**src/rtl/core/lmfs_pkg.sv**
```systemverilog
// ----------------------------------------------------------------------------
// lmfs_pkg
// Shared constants, codes and types of the LED matrix frame streamer.
// ----------------------------------------------------------------------------
package lmfs_pkg;

	localparam int MAX_DEVICES  = 4;
	localparam int ROWS         = 8;
	localparam int STORE_DEPTH  = ROWS * MAX_DEVICES;
	localparam int ADDR_W       = $clog2(STORE_DEPTH);
	localparam int CNT_W        = $clog2(MAX_DEVICES + 1);
	localparam int DEV_W        = (MAX_DEVICES > 1) ? $clog2(MAX_DEVICES) : 1;

	localparam logic [7:0] ROW_ADDR_BASE = 8'h01;

	// Item kinds.
	localparam logic [1:0] KIND_SET   = 2'd0;
	localparam logic [1:0] KIND_CLEAR = 2'd1;
	localparam logic [1:0] KIND_ROW   = 2'd2;
	localparam logic [1:0] KIND_CMD   = 2'd3;

	// Register selects (word address bit).
	localparam logic REG_NUM_DEVICES = 1'b0;
	localparam logic REG_ROTATED     = 1'b1;

	typedef enum logic [2:0] {
		ST_IDLE,
		ST_PIX_RD,
		ST_PIX_WR,
		ST_STR_ADDR,
		ST_STR_DATA
	} seq_state_t;

	typedef struct packed {
		logic              rd_en;
		logic [ADDR_W-1:0] rd_addr;
		logic              wr_en;
		logic [ADDR_W-1:0] wr_addr;
		logic [7:0]        wr_data;
	} store_ctrl_t;

	function automatic logic [ADDR_W-1:0] store_addr(logic [2:0] srow,
	                                                 logic [DEV_W-1:0] dev);
		return ADDR_W'(int'(srow) * MAX_DEVICES + int'(dev));
	endfunction

endpackage

```
**src/rtl/core/lmfs_store.sv**
```systemverilog
// ----------------------------------------------------------------------------
// lmfs_store
// Frame store: one byte per row per device, registered read, per-entry
// valid bits so that every entry reads as zero after reset.
// ----------------------------------------------------------------------------
module lmfs_store
	import lmfs_pkg::*;
(
	input  logic        clk,
	input  logic        arst_n,
	input  store_ctrl_t ctrl,
	output logic [7:0]  rd_data
);

	logic [7:0]             mem_q [STORE_DEPTH];
	logic [STORE_DEPTH-1:0] valid_q;
	logic [7:0]             rd_data_q;

	always_ff @(posedge clk) begin
		if (ctrl.wr_en) begin
			mem_q[ctrl.wr_addr] <= ctrl.wr_data;
		end
		if (ctrl.rd_en) begin
			rd_data_q <= valid_q[ctrl.rd_addr] ? mem_q[ctrl.rd_addr] : 8'h00;
		end
	end

	always_ff @(posedge clk or negedge arst_n) begin
		if (!arst_n) begin
			valid_q <= '0;
		end else if (ctrl.wr_en) begin
			valid_q[ctrl.wr_addr] <= 1'b1;
		end
	end

	assign rd_data = rd_data_q;

endmodule

```
**src/rtl/core/lmfs_seq.sv**
```systemverilog
// ----------------------------------------------------------------------------
// lmfs_seq
// Item sequencer: takes one item, drives the frame store through a
// read-modify-write or a per-device byte loop, and holds the output register.
// ----------------------------------------------------------------------------
module lmfs_seq
	import lmfs_pkg::*;
(
	input  logic        clk,
	input  logic        arst_n,
	input  logic [2:0]  num_devices,
	input  logic        rotated,
	input  logic        in_valid,
	output logic        in_stall,
	input  logic [1:0]  kind,
	input  logic [2:0]  row,
	input  logic [4:0]  col,
	input  logic [7:0]  command_byte,
	input  logic [7:0]  value_byte,
	output logic        out_valid,
	input  logic        out_stall,
	output logic [7:0]  spi_byte,
	output logic        has_byte,
	output logic        last,
	output logic        accepted,
	output store_ctrl_t ctrl,
	input  logic [7:0]  rd_data
);

	seq_state_t       state_q, state_d;
	logic [1:0]       kind_q;
	logic [2:0]       row_q;
	logic [4:0]       col_q;
	logic [7:0]       cmd_q;
	logic [7:0]       val_q;
	logic [CNT_W-1:0] n_q;
	logic [DEV_W-1:0] dev_q;

	logic             out_valid_q;
	logic [7:0]       out_byte_q;
	logic             out_has_q;
	logic             out_last_q;
	logic             out_acc_q;

	logic             in_take;
	logic             out_free;
	logic [CNT_W-1:0] live_n;
	logic             pix_ok;
	logic [2:0]       pix_srow;
	logic [2:0]       pix_bit;
	logic [7:0]       pix_mask;
	logic [7:0]       pix_byte;
	logic [DEV_W-1:0] pix_dev;
	logic             dev_fin;

	logic             out_load;
	logic [7:0]       load_byte;
	logic             load_has;
	logic             load_last;
	logic             load_acc;
	logic             dev_inc;

	assign in_stall = (state_q != ST_IDLE);
	assign in_take  = in_valid && !in_stall;
	assign out_free = !out_valid_q || !out_stall;

	// A device count of zero behaves as one; anything above the maximum is clamped.
	always_comb begin
		if (num_devices == 3'd0) begin
			live_n = CNT_W'(1);
		end else if (int'(num_devices) > MAX_DEVICES) begin
			live_n = CNT_W'(MAX_DEVICES);
		end else begin
			live_n = CNT_W'(num_devices);
		end
	end

	assign pix_ok   = int'(col_q[4:3]) < int'(n_q);
	assign pix_dev  = DEV_W'(col_q[4:3]);
	assign pix_srow = rotated ? col_q[2:0] : (3'd7 - row_q);
	assign pix_bit  = rotated ? row_q : col_q[2:0];
	assign pix_mask = 8'h01 << pix_bit;
	assign pix_byte = (kind_q == KIND_SET) ? (rd_data | pix_mask) : (rd_data & ~pix_mask);
	assign dev_fin  = (CNT_W'(dev_q) + CNT_W'(1)) == n_q;

	always_comb begin
		state_d = state_q;
		case (state_q)
			ST_IDLE: begin
				if (in_take) begin
					state_d = (kind == KIND_SET || kind == KIND_CLEAR) ? ST_PIX_RD : ST_STR_ADDR;
				end
			end
			ST_PIX_RD: begin
				state_d = ST_PIX_WR;
			end
			ST_PIX_WR: begin
				if (out_free) begin
					state_d = ST_IDLE;
				end
			end
			ST_STR_ADDR: begin
				if (out_free) begin
					state_d = ST_STR_DATA;
				end
			end
			ST_STR_DATA: begin
				if (out_free) begin
					state_d = dev_fin ? ST_IDLE : ST_STR_ADDR;
				end
			end
			default: begin
				state_d = ST_IDLE;
			end
		endcase
	end

	always_comb begin
		ctrl      = '0;
		out_load  = 1'b0;
		load_byte = 8'h00;
		load_has  = 1'b0;
		load_last = 1'b0;
		load_acc  = 1'b1;
		dev_inc   = 1'b0;
		case (state_q)
			ST_PIX_RD: begin
				ctrl.rd_en   = 1'b1;
				ctrl.rd_addr = store_addr(pix_srow, pix_dev);
			end
			ST_PIX_WR: begin
				if (out_free) begin
					ctrl.wr_en   = pix_ok;
					ctrl.wr_addr = store_addr(pix_srow, pix_dev);
					ctrl.wr_data = pix_byte;
					out_load     = 1'b1;
					load_last    = 1'b1;
					load_acc     = pix_ok;
				end
			end
			ST_STR_ADDR: begin
				if (out_free) begin
					ctrl.rd_en   = (kind_q == KIND_ROW);
					ctrl.rd_addr = store_addr(row_q, dev_q);
					out_load     = 1'b1;
					load_has     = 1'b1;
					load_byte    = (kind_q == KIND_ROW) ? (8'(row_q) + ROW_ADDR_BASE) : cmd_q;
				end
			end
			ST_STR_DATA: begin
				if (out_free) begin
					out_load  = 1'b1;
					load_has  = 1'b1;
					load_last = dev_fin;
					load_byte = (kind_q == KIND_ROW) ? rd_data : val_q;
					dev_inc   = !dev_fin;
				end
			end
			default: begin
			end
		endcase
	end

	always_ff @(posedge clk or negedge arst_n) begin
		if (!arst_n) begin
			state_q     <= ST_IDLE;
			out_valid_q <= 1'b0;
			dev_q       <= '0;
		end else begin
			state_q <= state_d;
			if (out_load) begin
				out_valid_q <= 1'b1;
			end else if (!out_stall) begin
				out_valid_q <= 1'b0;
			end
			if (in_take) begin
				dev_q <= '0;
			end else if (dev_inc) begin
				dev_q <= dev_q + DEV_W'(1);
			end
		end
	end

	always_ff @(posedge clk) begin
		if (in_take) begin
			kind_q <= kind;
			row_q  <= row;
			col_q  <= col;
			cmd_q  <= command_byte;
			val_q  <= value_byte;
			n_q    <= live_n;
		end
		if (out_load) begin
			out_byte_q <= load_byte;
			out_has_q  <= load_has;
			out_last_q <= load_last;
			out_acc_q  <= load_acc;
		end
	end

	assign out_valid = out_valid_q;
	assign spi_byte  = out_byte_q;
	assign has_byte  = out_has_q;
	assign last      = out_last_q;
	assign accepted  = out_acc_q;

endmodule

```
**src/rtl/core/led_matrix_frame_streamer_top.sv**
```systemverilog
// ----------------------------------------------------------------------------
// led_matrix_frame_streamer_top
// Frame store and byte streamer for a chain of 8x8 LED matrix driver devices.
// ----------------------------------------------------------------------------
// The block holds eight rows of one byte per device, all zero after reset.
// A set or clear item changes one pixel with a read-modify-write of one store
// byte and returns a single item with has_byte low, last high and accepted
// telling whether the column fell inside the configured chain. A row item
// returns an address byte (row plus one) and a data byte for every device,
// device 0 first; a command item returns the same command and value pair for
// every device. last marks the final item, after which chip select may be
// released. Only one input item is worked on at a time: a pixel item passes
// a store read state and a write state, and a row or command item passes an
// address state and a data state for each device in use, with the sequencer
// stepping the single store read port and the output register and holding
// while the output is stalled. Configuration sits on an APB-style port:
// num_devices at byte address 0 and rotated at byte address 4; it must
// only be written while the block is idle.
// ----------------------------------------------------------------------------
module led_matrix_frame_streamer_top
	import lmfs_pkg::*;
(
	input  logic        clk,
	input  logic        arst_n,
	// Configuration port.
	input  logic        psel,
	input  logic        penable,
	input  logic        pwrite,
	input  logic [2:0]  paddr,
	input  logic [31:0] pwdata,
	output logic [31:0] prdata,
	output logic        pready,
	// Input items.
	input  logic        in_valid,
	output logic        in_stall,
	input  logic [1:0]  kind,
	input  logic [2:0]  row,
	input  logic [4:0]  col,
	input  logic [7:0]  command_byte,
	input  logic [7:0]  value_byte,
	// Result items.
	output logic        out_valid,
	input  logic        out_stall,
	output logic [7:0]  spi_byte,
	output logic        has_byte,
	output logic        last,
	output logic        accepted
);

	logic [2:0]  num_devices_q;
	logic        rotated_q;
	logic        cfg_write;
	store_ctrl_t store_ctrl;
	logic [7:0]  store_rd_data;

	// The register interface never inserts wait states.
	assign pready    = 1'b1;
	assign cfg_write = psel && penable && pwrite && pready;

	// Word select is taken from address bit 2; the byte offset bits are ignored.
	always_ff @(posedge clk or negedge arst_n) begin
		if (!arst_n) begin
			num_devices_q <= 3'd1;
			rotated_q     <= 1'b0;
		end else if (cfg_write) begin
			case (paddr[2])
				REG_NUM_DEVICES: num_devices_q <= pwdata[2:0];
				REG_ROTATED:     rotated_q     <= pwdata[0];
				default: begin
				end
			endcase
		end
	end

	always_comb begin
		case (paddr[2])
			REG_NUM_DEVICES: prdata = {29'd0, num_devices_q};
			REG_ROTATED:     prdata = {31'd0, rotated_q};
			default:         prdata = 32'd0;
		endcase
	end

	// Sequencer with the output register; it drives the store's read and write ports.
	lmfs_seq u_seq (
		.clk          (clk),
		.arst_n       (arst_n),
		.num_devices  (num_devices_q),
		.rotated      (rotated_q),
		.in_valid     (in_valid),
		.in_stall     (in_stall),
		.kind         (kind),
		.row          (row),
		.col          (col),
		.command_byte (command_byte),
		.value_byte   (value_byte),
		.out_valid    (out_valid),
		.out_stall    (out_stall),
		.spi_byte     (spi_byte),
		.has_byte     (has_byte),
		.last         (last),
		.accepted     (accepted),
		.ctrl         (store_ctrl),
		.rd_data      (store_rd_data)
	);

	// Frame store, indexed by store row times the largest chain length plus
	// device.
	lmfs_store u_store (
		.clk     (clk),
		.arst_n  (arst_n),
		.ctrl    (store_ctrl),
		.rd_data (store_rd_data)
	);

endmodule

```
**config.mk**
```make
export PLATFORM = sky130hd
export DESIGN_NAME = led_matrix_frame_streamer_top
export DESIGN_NICKNAME = d
export VERILOG_FILES = /design/src/rtl/core/lmfs_pkg.sv /design/src/rtl/core/lmfs_store.sv /design/src/rtl/core/lmfs_seq.sv /design/src/rtl/core/led_matrix_frame_streamer_top.sv
export SDC_FILE = /design/constraint.sdc
export NUM_CORES = 1
export LEC_CHECK = 0
export BUFFER_PORTS_ARGS = -buffer_cell sky130_fd_sc_hd__buf_2
export CORE_AREA = 5 5 169 171
export CTS_CLUSTER_DIAMETER = 40
export DETAILED_ROUTE_END_ITERATION = 7
export DIE_AREA = 0 0 174 176
export MAX_ROUTING_LAYER = met4
export PLACE_DENSITY = 0.85
export SLEW_MARGIN = 20
export SYNTH_ARGS = -nofsm -noshare
export SYNTH_HDL_FRONTEND = slang
export SYNTH_HIERARCHICAL = 1
export SYNTH_SLANG_ARGS = --single-unit
```
**constraint.sdc**
```tcl
create_clock -name clk -period 3.19 [get_ports clk]
set_input_delay 0.7975 -clock clk [delete_from_list [all_inputs] [get_ports clk]]
set_output_delay 0.7975 -clock clk [all_outputs]
set_load 0.03 [all_outputs]
```
# Word level (Yosys, flattened, before mapping)
# Memories as Yosys holds them, arrays and structs flattened. A register that Yosys moved wholly into a read port is not among the register bits.
# Index checks and enable logic that the tools add are counted.
[word_totals]
reg_bits = 82
ramBits = 256
inputBits = 68
wordCells = 108
n_memories = 1
[memory_table]
columns = ["name", "depth", "width", "read_ports", "rd_ports_with_merged_regs", "write_ports", "line", "text"]
rows = [
  ["u_store.mem_q", 32, 8, 1, 1, 1, "lmfs_store.sv:15", "logic [7:0] mem_q [STORE_DEPTH];"],
]
[classes]
addsub = 6
order_cmp = 5
eq_ne = 12
shift = 1
mux = 37
bitwise_logic = 5
reduce_logical = 24
[ops]
columns = ["cell", "n"]
rows = [
  ["$pmux W32 S2", 1],
  ["$mux W8", 5],
  ["$or A32 B32 Y32", 1],
  ["$mux W14", 2],
  ["$mux W3", 7],
  ["$pmux W8 S2", 1],
  ["$pmux W3 S5", 1],
  ["$lt A5 B6 Y1 const B", 2],
  ["$pmux W6 S2", 1],
  ["$mux W1", 11],
  ["$add A5 B2 Y5", 2],
  ["$ne A2 B1 Y1 const B", 5],
  ["$and A8 B8 Y8", 1],
  ["$mux W2", 4],
  ["$not A8 Y8", 1],
  ["$or A8 B8 Y8", 1],
  ["$shl A1 B3 Y8 const A", 1],
  ["$eq A3 B2 Y1 const B", 2],
  ["$logic_not A3 Y1", 2],
  ["$mux W6", 1],
  ["$reduce_and A2 Y1", 3],
  ["$bmux W1 S5", 1],
  ["$demux W1 S5", 1],
  ["$ge A5 B1 Y1 const B", 1],
  ["other kinds (22)", 32],
]

# Depth between registers and ports, before layout
[depth]
word_depth = 12
ltp_mapped = 12

# Modules after synthesis
# Netlist, hierarchy kept.
[by_module_without_submodules]
columns = ["module", "instances", "cells_each", "area_each_um2"]
rows = [
  ["lmfs_store", 1, 610, 11805.1],
  ["lmfs_seq", 1, 193, 2316.0],
  ["led_matrix_frame_streamer_top", 1, 45, 449.2],
]

# Least setup slack after synthesis
# Ideal clock, no wire load.
[synth_timing]
kind = "input port to flip-flop"
start = "input out_stall"
end = "register u_store.rd_data_q[0] (netlist: u_store/rd_data[0]) (read register of u_store.mem_q), data pin"
setup_time_ns = 0.256
arrival_ns = 2.760
required_ns = 2.934
setup_slack_ns = 0.174
cell_stages = 9
path_buffers = 1
path_cell_list = "a21oi_1 nand3_1 o32ai_1 buf_6 mux4_1 mux2_2 nand3_2 nand4_4 o211a_1"
[synth_lines]
columns = ["item", "line", "text"]
rows = [
  ["from (decl)", "led_matrix_frame_streamer_top.sv:43", "input logic out_stall,"],
  ["to (decl)", "lmfs_store.sv:17", "logic [7:0] rd_data_q;"],
]

==> results.ini <==
[outcome]
run_status=finished clean

[power_and_ir_drop]
power.density_cell_area_nw_per_um2=826
static-leakage-power_nw=6.10
totalPowerFinal_w=0.0139
irDropWorstVdd_mv=0.447

[cts]
cts_setup_buffers=0
number_of_h_tree_levels=2
postCtsHoldBufs=0
cts.clk_slew.worst_paths_ps=60
cts_resized=0
clock_tree_from_tritoncts=built
cts.path.max_buffers=3
clock_latency_late_sink_ps=520
clock-root-buffer=clkbuf_16
numCtsBuffers=38
clock_sinks=346

[global_route]
grt_util_all_layers_pct=21.0
grt_pass1_wl_um=49100
antenna_found_initial=0
largest_net_degree_at_the_start_of_global_routing=43
grt_pass1_vias=8474
globalRoute.totalOverflow=0

[logic_synthesis]
post_synthesis_cell_area_um2=14600
async_flop_share_pct=12.1
postSynthCellCount=848
synth_edf_count=304
synth_top_flop_cell=edfxtp_1
synth_warnings=6
seq_area_frac_synth_pct=69.9
ys_seq_elements=346
synth_area_per_cell_um2=17.2
synth_cell_types=63

[routing]
wire_per_inst_um=23.2
routed_via_density=6.15
first_pass_iters=6
initialDrtViolationCount=1086
finalWirelength_um=31200
remaining_drc_errors=0
via_total_after_detailed_routing=8282
ant_nets=0

[placed_design]
portBuffers=52
globalplace.congestion=0.867
dp.final_hpwl_um=20200
placement.setup.worst_slack_ps=-196

[sta]
finalCriticalPeriod_ps=3130
maxClockFrequency_ghz=0.319
fin_crit_sh_pct=98.1
worst_slack_ps=59.9
grt_setup_unrepaired=false
final-max-slew-violation-count=0
report.final.setup_viol=0
tightestPinTransition_ps=828
fin_worst_skew_ps=15.0
max_slew_margin_pct=44.6
hold-worst-slack_ps=155
final-hold-violation-count=0

[finish]
regArea_um2=10200
final_common_cell=edfxtp_1
drive_gt1_share_pct=29.4
area_of_the_multi_input_gates_um2=3960
layout.cells.most_common_list=edfxtp_1 (304), mux2i_1 (88), buf_4 (70)
areaGrowthSynthToFinish_pct=15.7
final.fill_count=1736
n_antenna_cell=0
finalNetCount=1050

[die]
std_cell_rows=60
core_um2=26700
die_area_um2=30600
die_width_um=174
initial_standard_cell_utilization_of_the_core_pct=54.5
floorplan.die.height_um=176
num_io_pins=114

[setup_path]
critical_path_peak_fanout=20
cp-end-kind=flip-flop
critical_path_buf_inv_count=2
path_cells=a21oi_1 > and3_1 > a22o_4 > buf_12 > buf_4 > mux2i_1 > a221oi_1 > o21ai_0 > nand3_1 > o211a_1
timing.critical_path.arrival_ps=3510
critPathRequiredTime_ps=3570
critPathLaunchType=flip-flop
worst_path_max_delay_cell=a221oi_1
critical_path.top_delay_family=compound AO/OA/AOI/OAI gates
critPathKind=reg -> reg
slowest_delay_ps=490

[worst_hold_path]
worstHoldPathType=in -> async

[job]
maximum_capacitance_violations=0

-- worst paths after layout --
path | startpoint | to | slack (ps) | cells after the start
min in group clk | col[4] | u_seq/col_q[4] | 460 | 1
hold reg to reg | u_store/valid_q[17] | u_store/valid_q[17] | 460 | 1
max in group asynchronous | arst_n | u_store/valid_q[5] | 2570 | 2
hold / removal | arst_n | num_devices_q[1] | 160 | 1
setup / recovery | u_seq/state_q[2] | u_store/rd_data[4] | 60 | 10
setup reg to reg | u_seq/state_q[2] | u_store/rd_data[4] | 60 | 10
-- worst reg2reg max path, stage by stage, from the launching register on --
cell	delay, ps
dfrtp_1	470
a21oi_1	270
and3_1	270
a22o_4	300
buf_12	230
buf_4	240
mux2i_1	110
a221oi_1	490
o21ai_0	220
nand3_1	210
o211a_1	190
-- sequential cells by signal, indices dropped and copies added, names as in the netlist --
register / cells
u_seq/cmd_q: 8
u_seq/n_q: 3
u_store/mem_q: 256
num_devices_q: 3
u_seq/accepted: 1
u_seq/col_q: 5
u_store/valid_q: 32
u_store/rd_data: 8
u_seq/out_valid: 1
u_seq/row_q: 3
u_seq/kind_q: 2
u_seq/dev_q: 2
u_seq/val_q: 8
u_seq/last: 1
u_seq/state_q: 3
u_seq/spi_byte: 8
rotated_q: 1
u_seq/has_byte: 1
-- synth_stat cells, drive strengths merged, types with 9 or more instances --
cell type  number  share of area, %
dfrtp          41               7.0
nand3          19              0.72
buf            60               3.5
mux2i          88               6.0
nand3b          9              0.46
edfxtp        304                63
inv            10              0.26
mux4           38               6.1
a21oi          13              0.52
a221oi         33               2.1
or2            33               1.4
nor2           61               1.6
clkbuf         11              0.28
o21ai          14              0.48
-- final cells by class --
type,count,share of cell area (%)
clock buffer,49,6.19
clock inverter,20,1.28
inverter,12,0.267
multi-input combinational,447,23.5
sequential,346,60.4
tap,341,2.53
timing repair buffer,132,5.85
-- power breakdown --
part,internal [W],leakage [nW],switching (W)
registers,0.00566,3.34,0.000254
logic,0.00144,2.14,0.00222
clock network,0.00259,0.626,0.00175
total,0.00970,6.10,0.00422
-- metal layers --
metal	share of wire (%)	global-route usage (%)	wire length, um
met3	8.4	3.68	2620
met5	0	-	0
met4	4.1	8.48	1290
met2	49	34.3	15200
met1	39	26.6	12100
-- per-stage QoR --
step                area [um2]  setup TNS [ps]  utilization (%)  cells
global route             16900               0             63.1   1347
detailed placement       15600           -1080             58.3   1277
CTS                      16800               0             63.0   1346
global placement         15600            -408             58.3   1277
floorplan                14700               0                -    876
finish                   16900               0             63.1   1347
-- cell families (layout without fill, tap and decap cells) --
kind of cell,count (synthesis),after routing,synth area share (%)
xor+xnor,4,4,0.240
flops,346,346,69.9
simple gates,159,159,6.10
other cells,2,30,0.0515
compound gates,115,115,6.35
fa+ha+maj,5,5,0.429
buf+inv,83,213,4.11
mux,134,134,12.8
No activity file was read; power rests on OpenSTA's default activity.
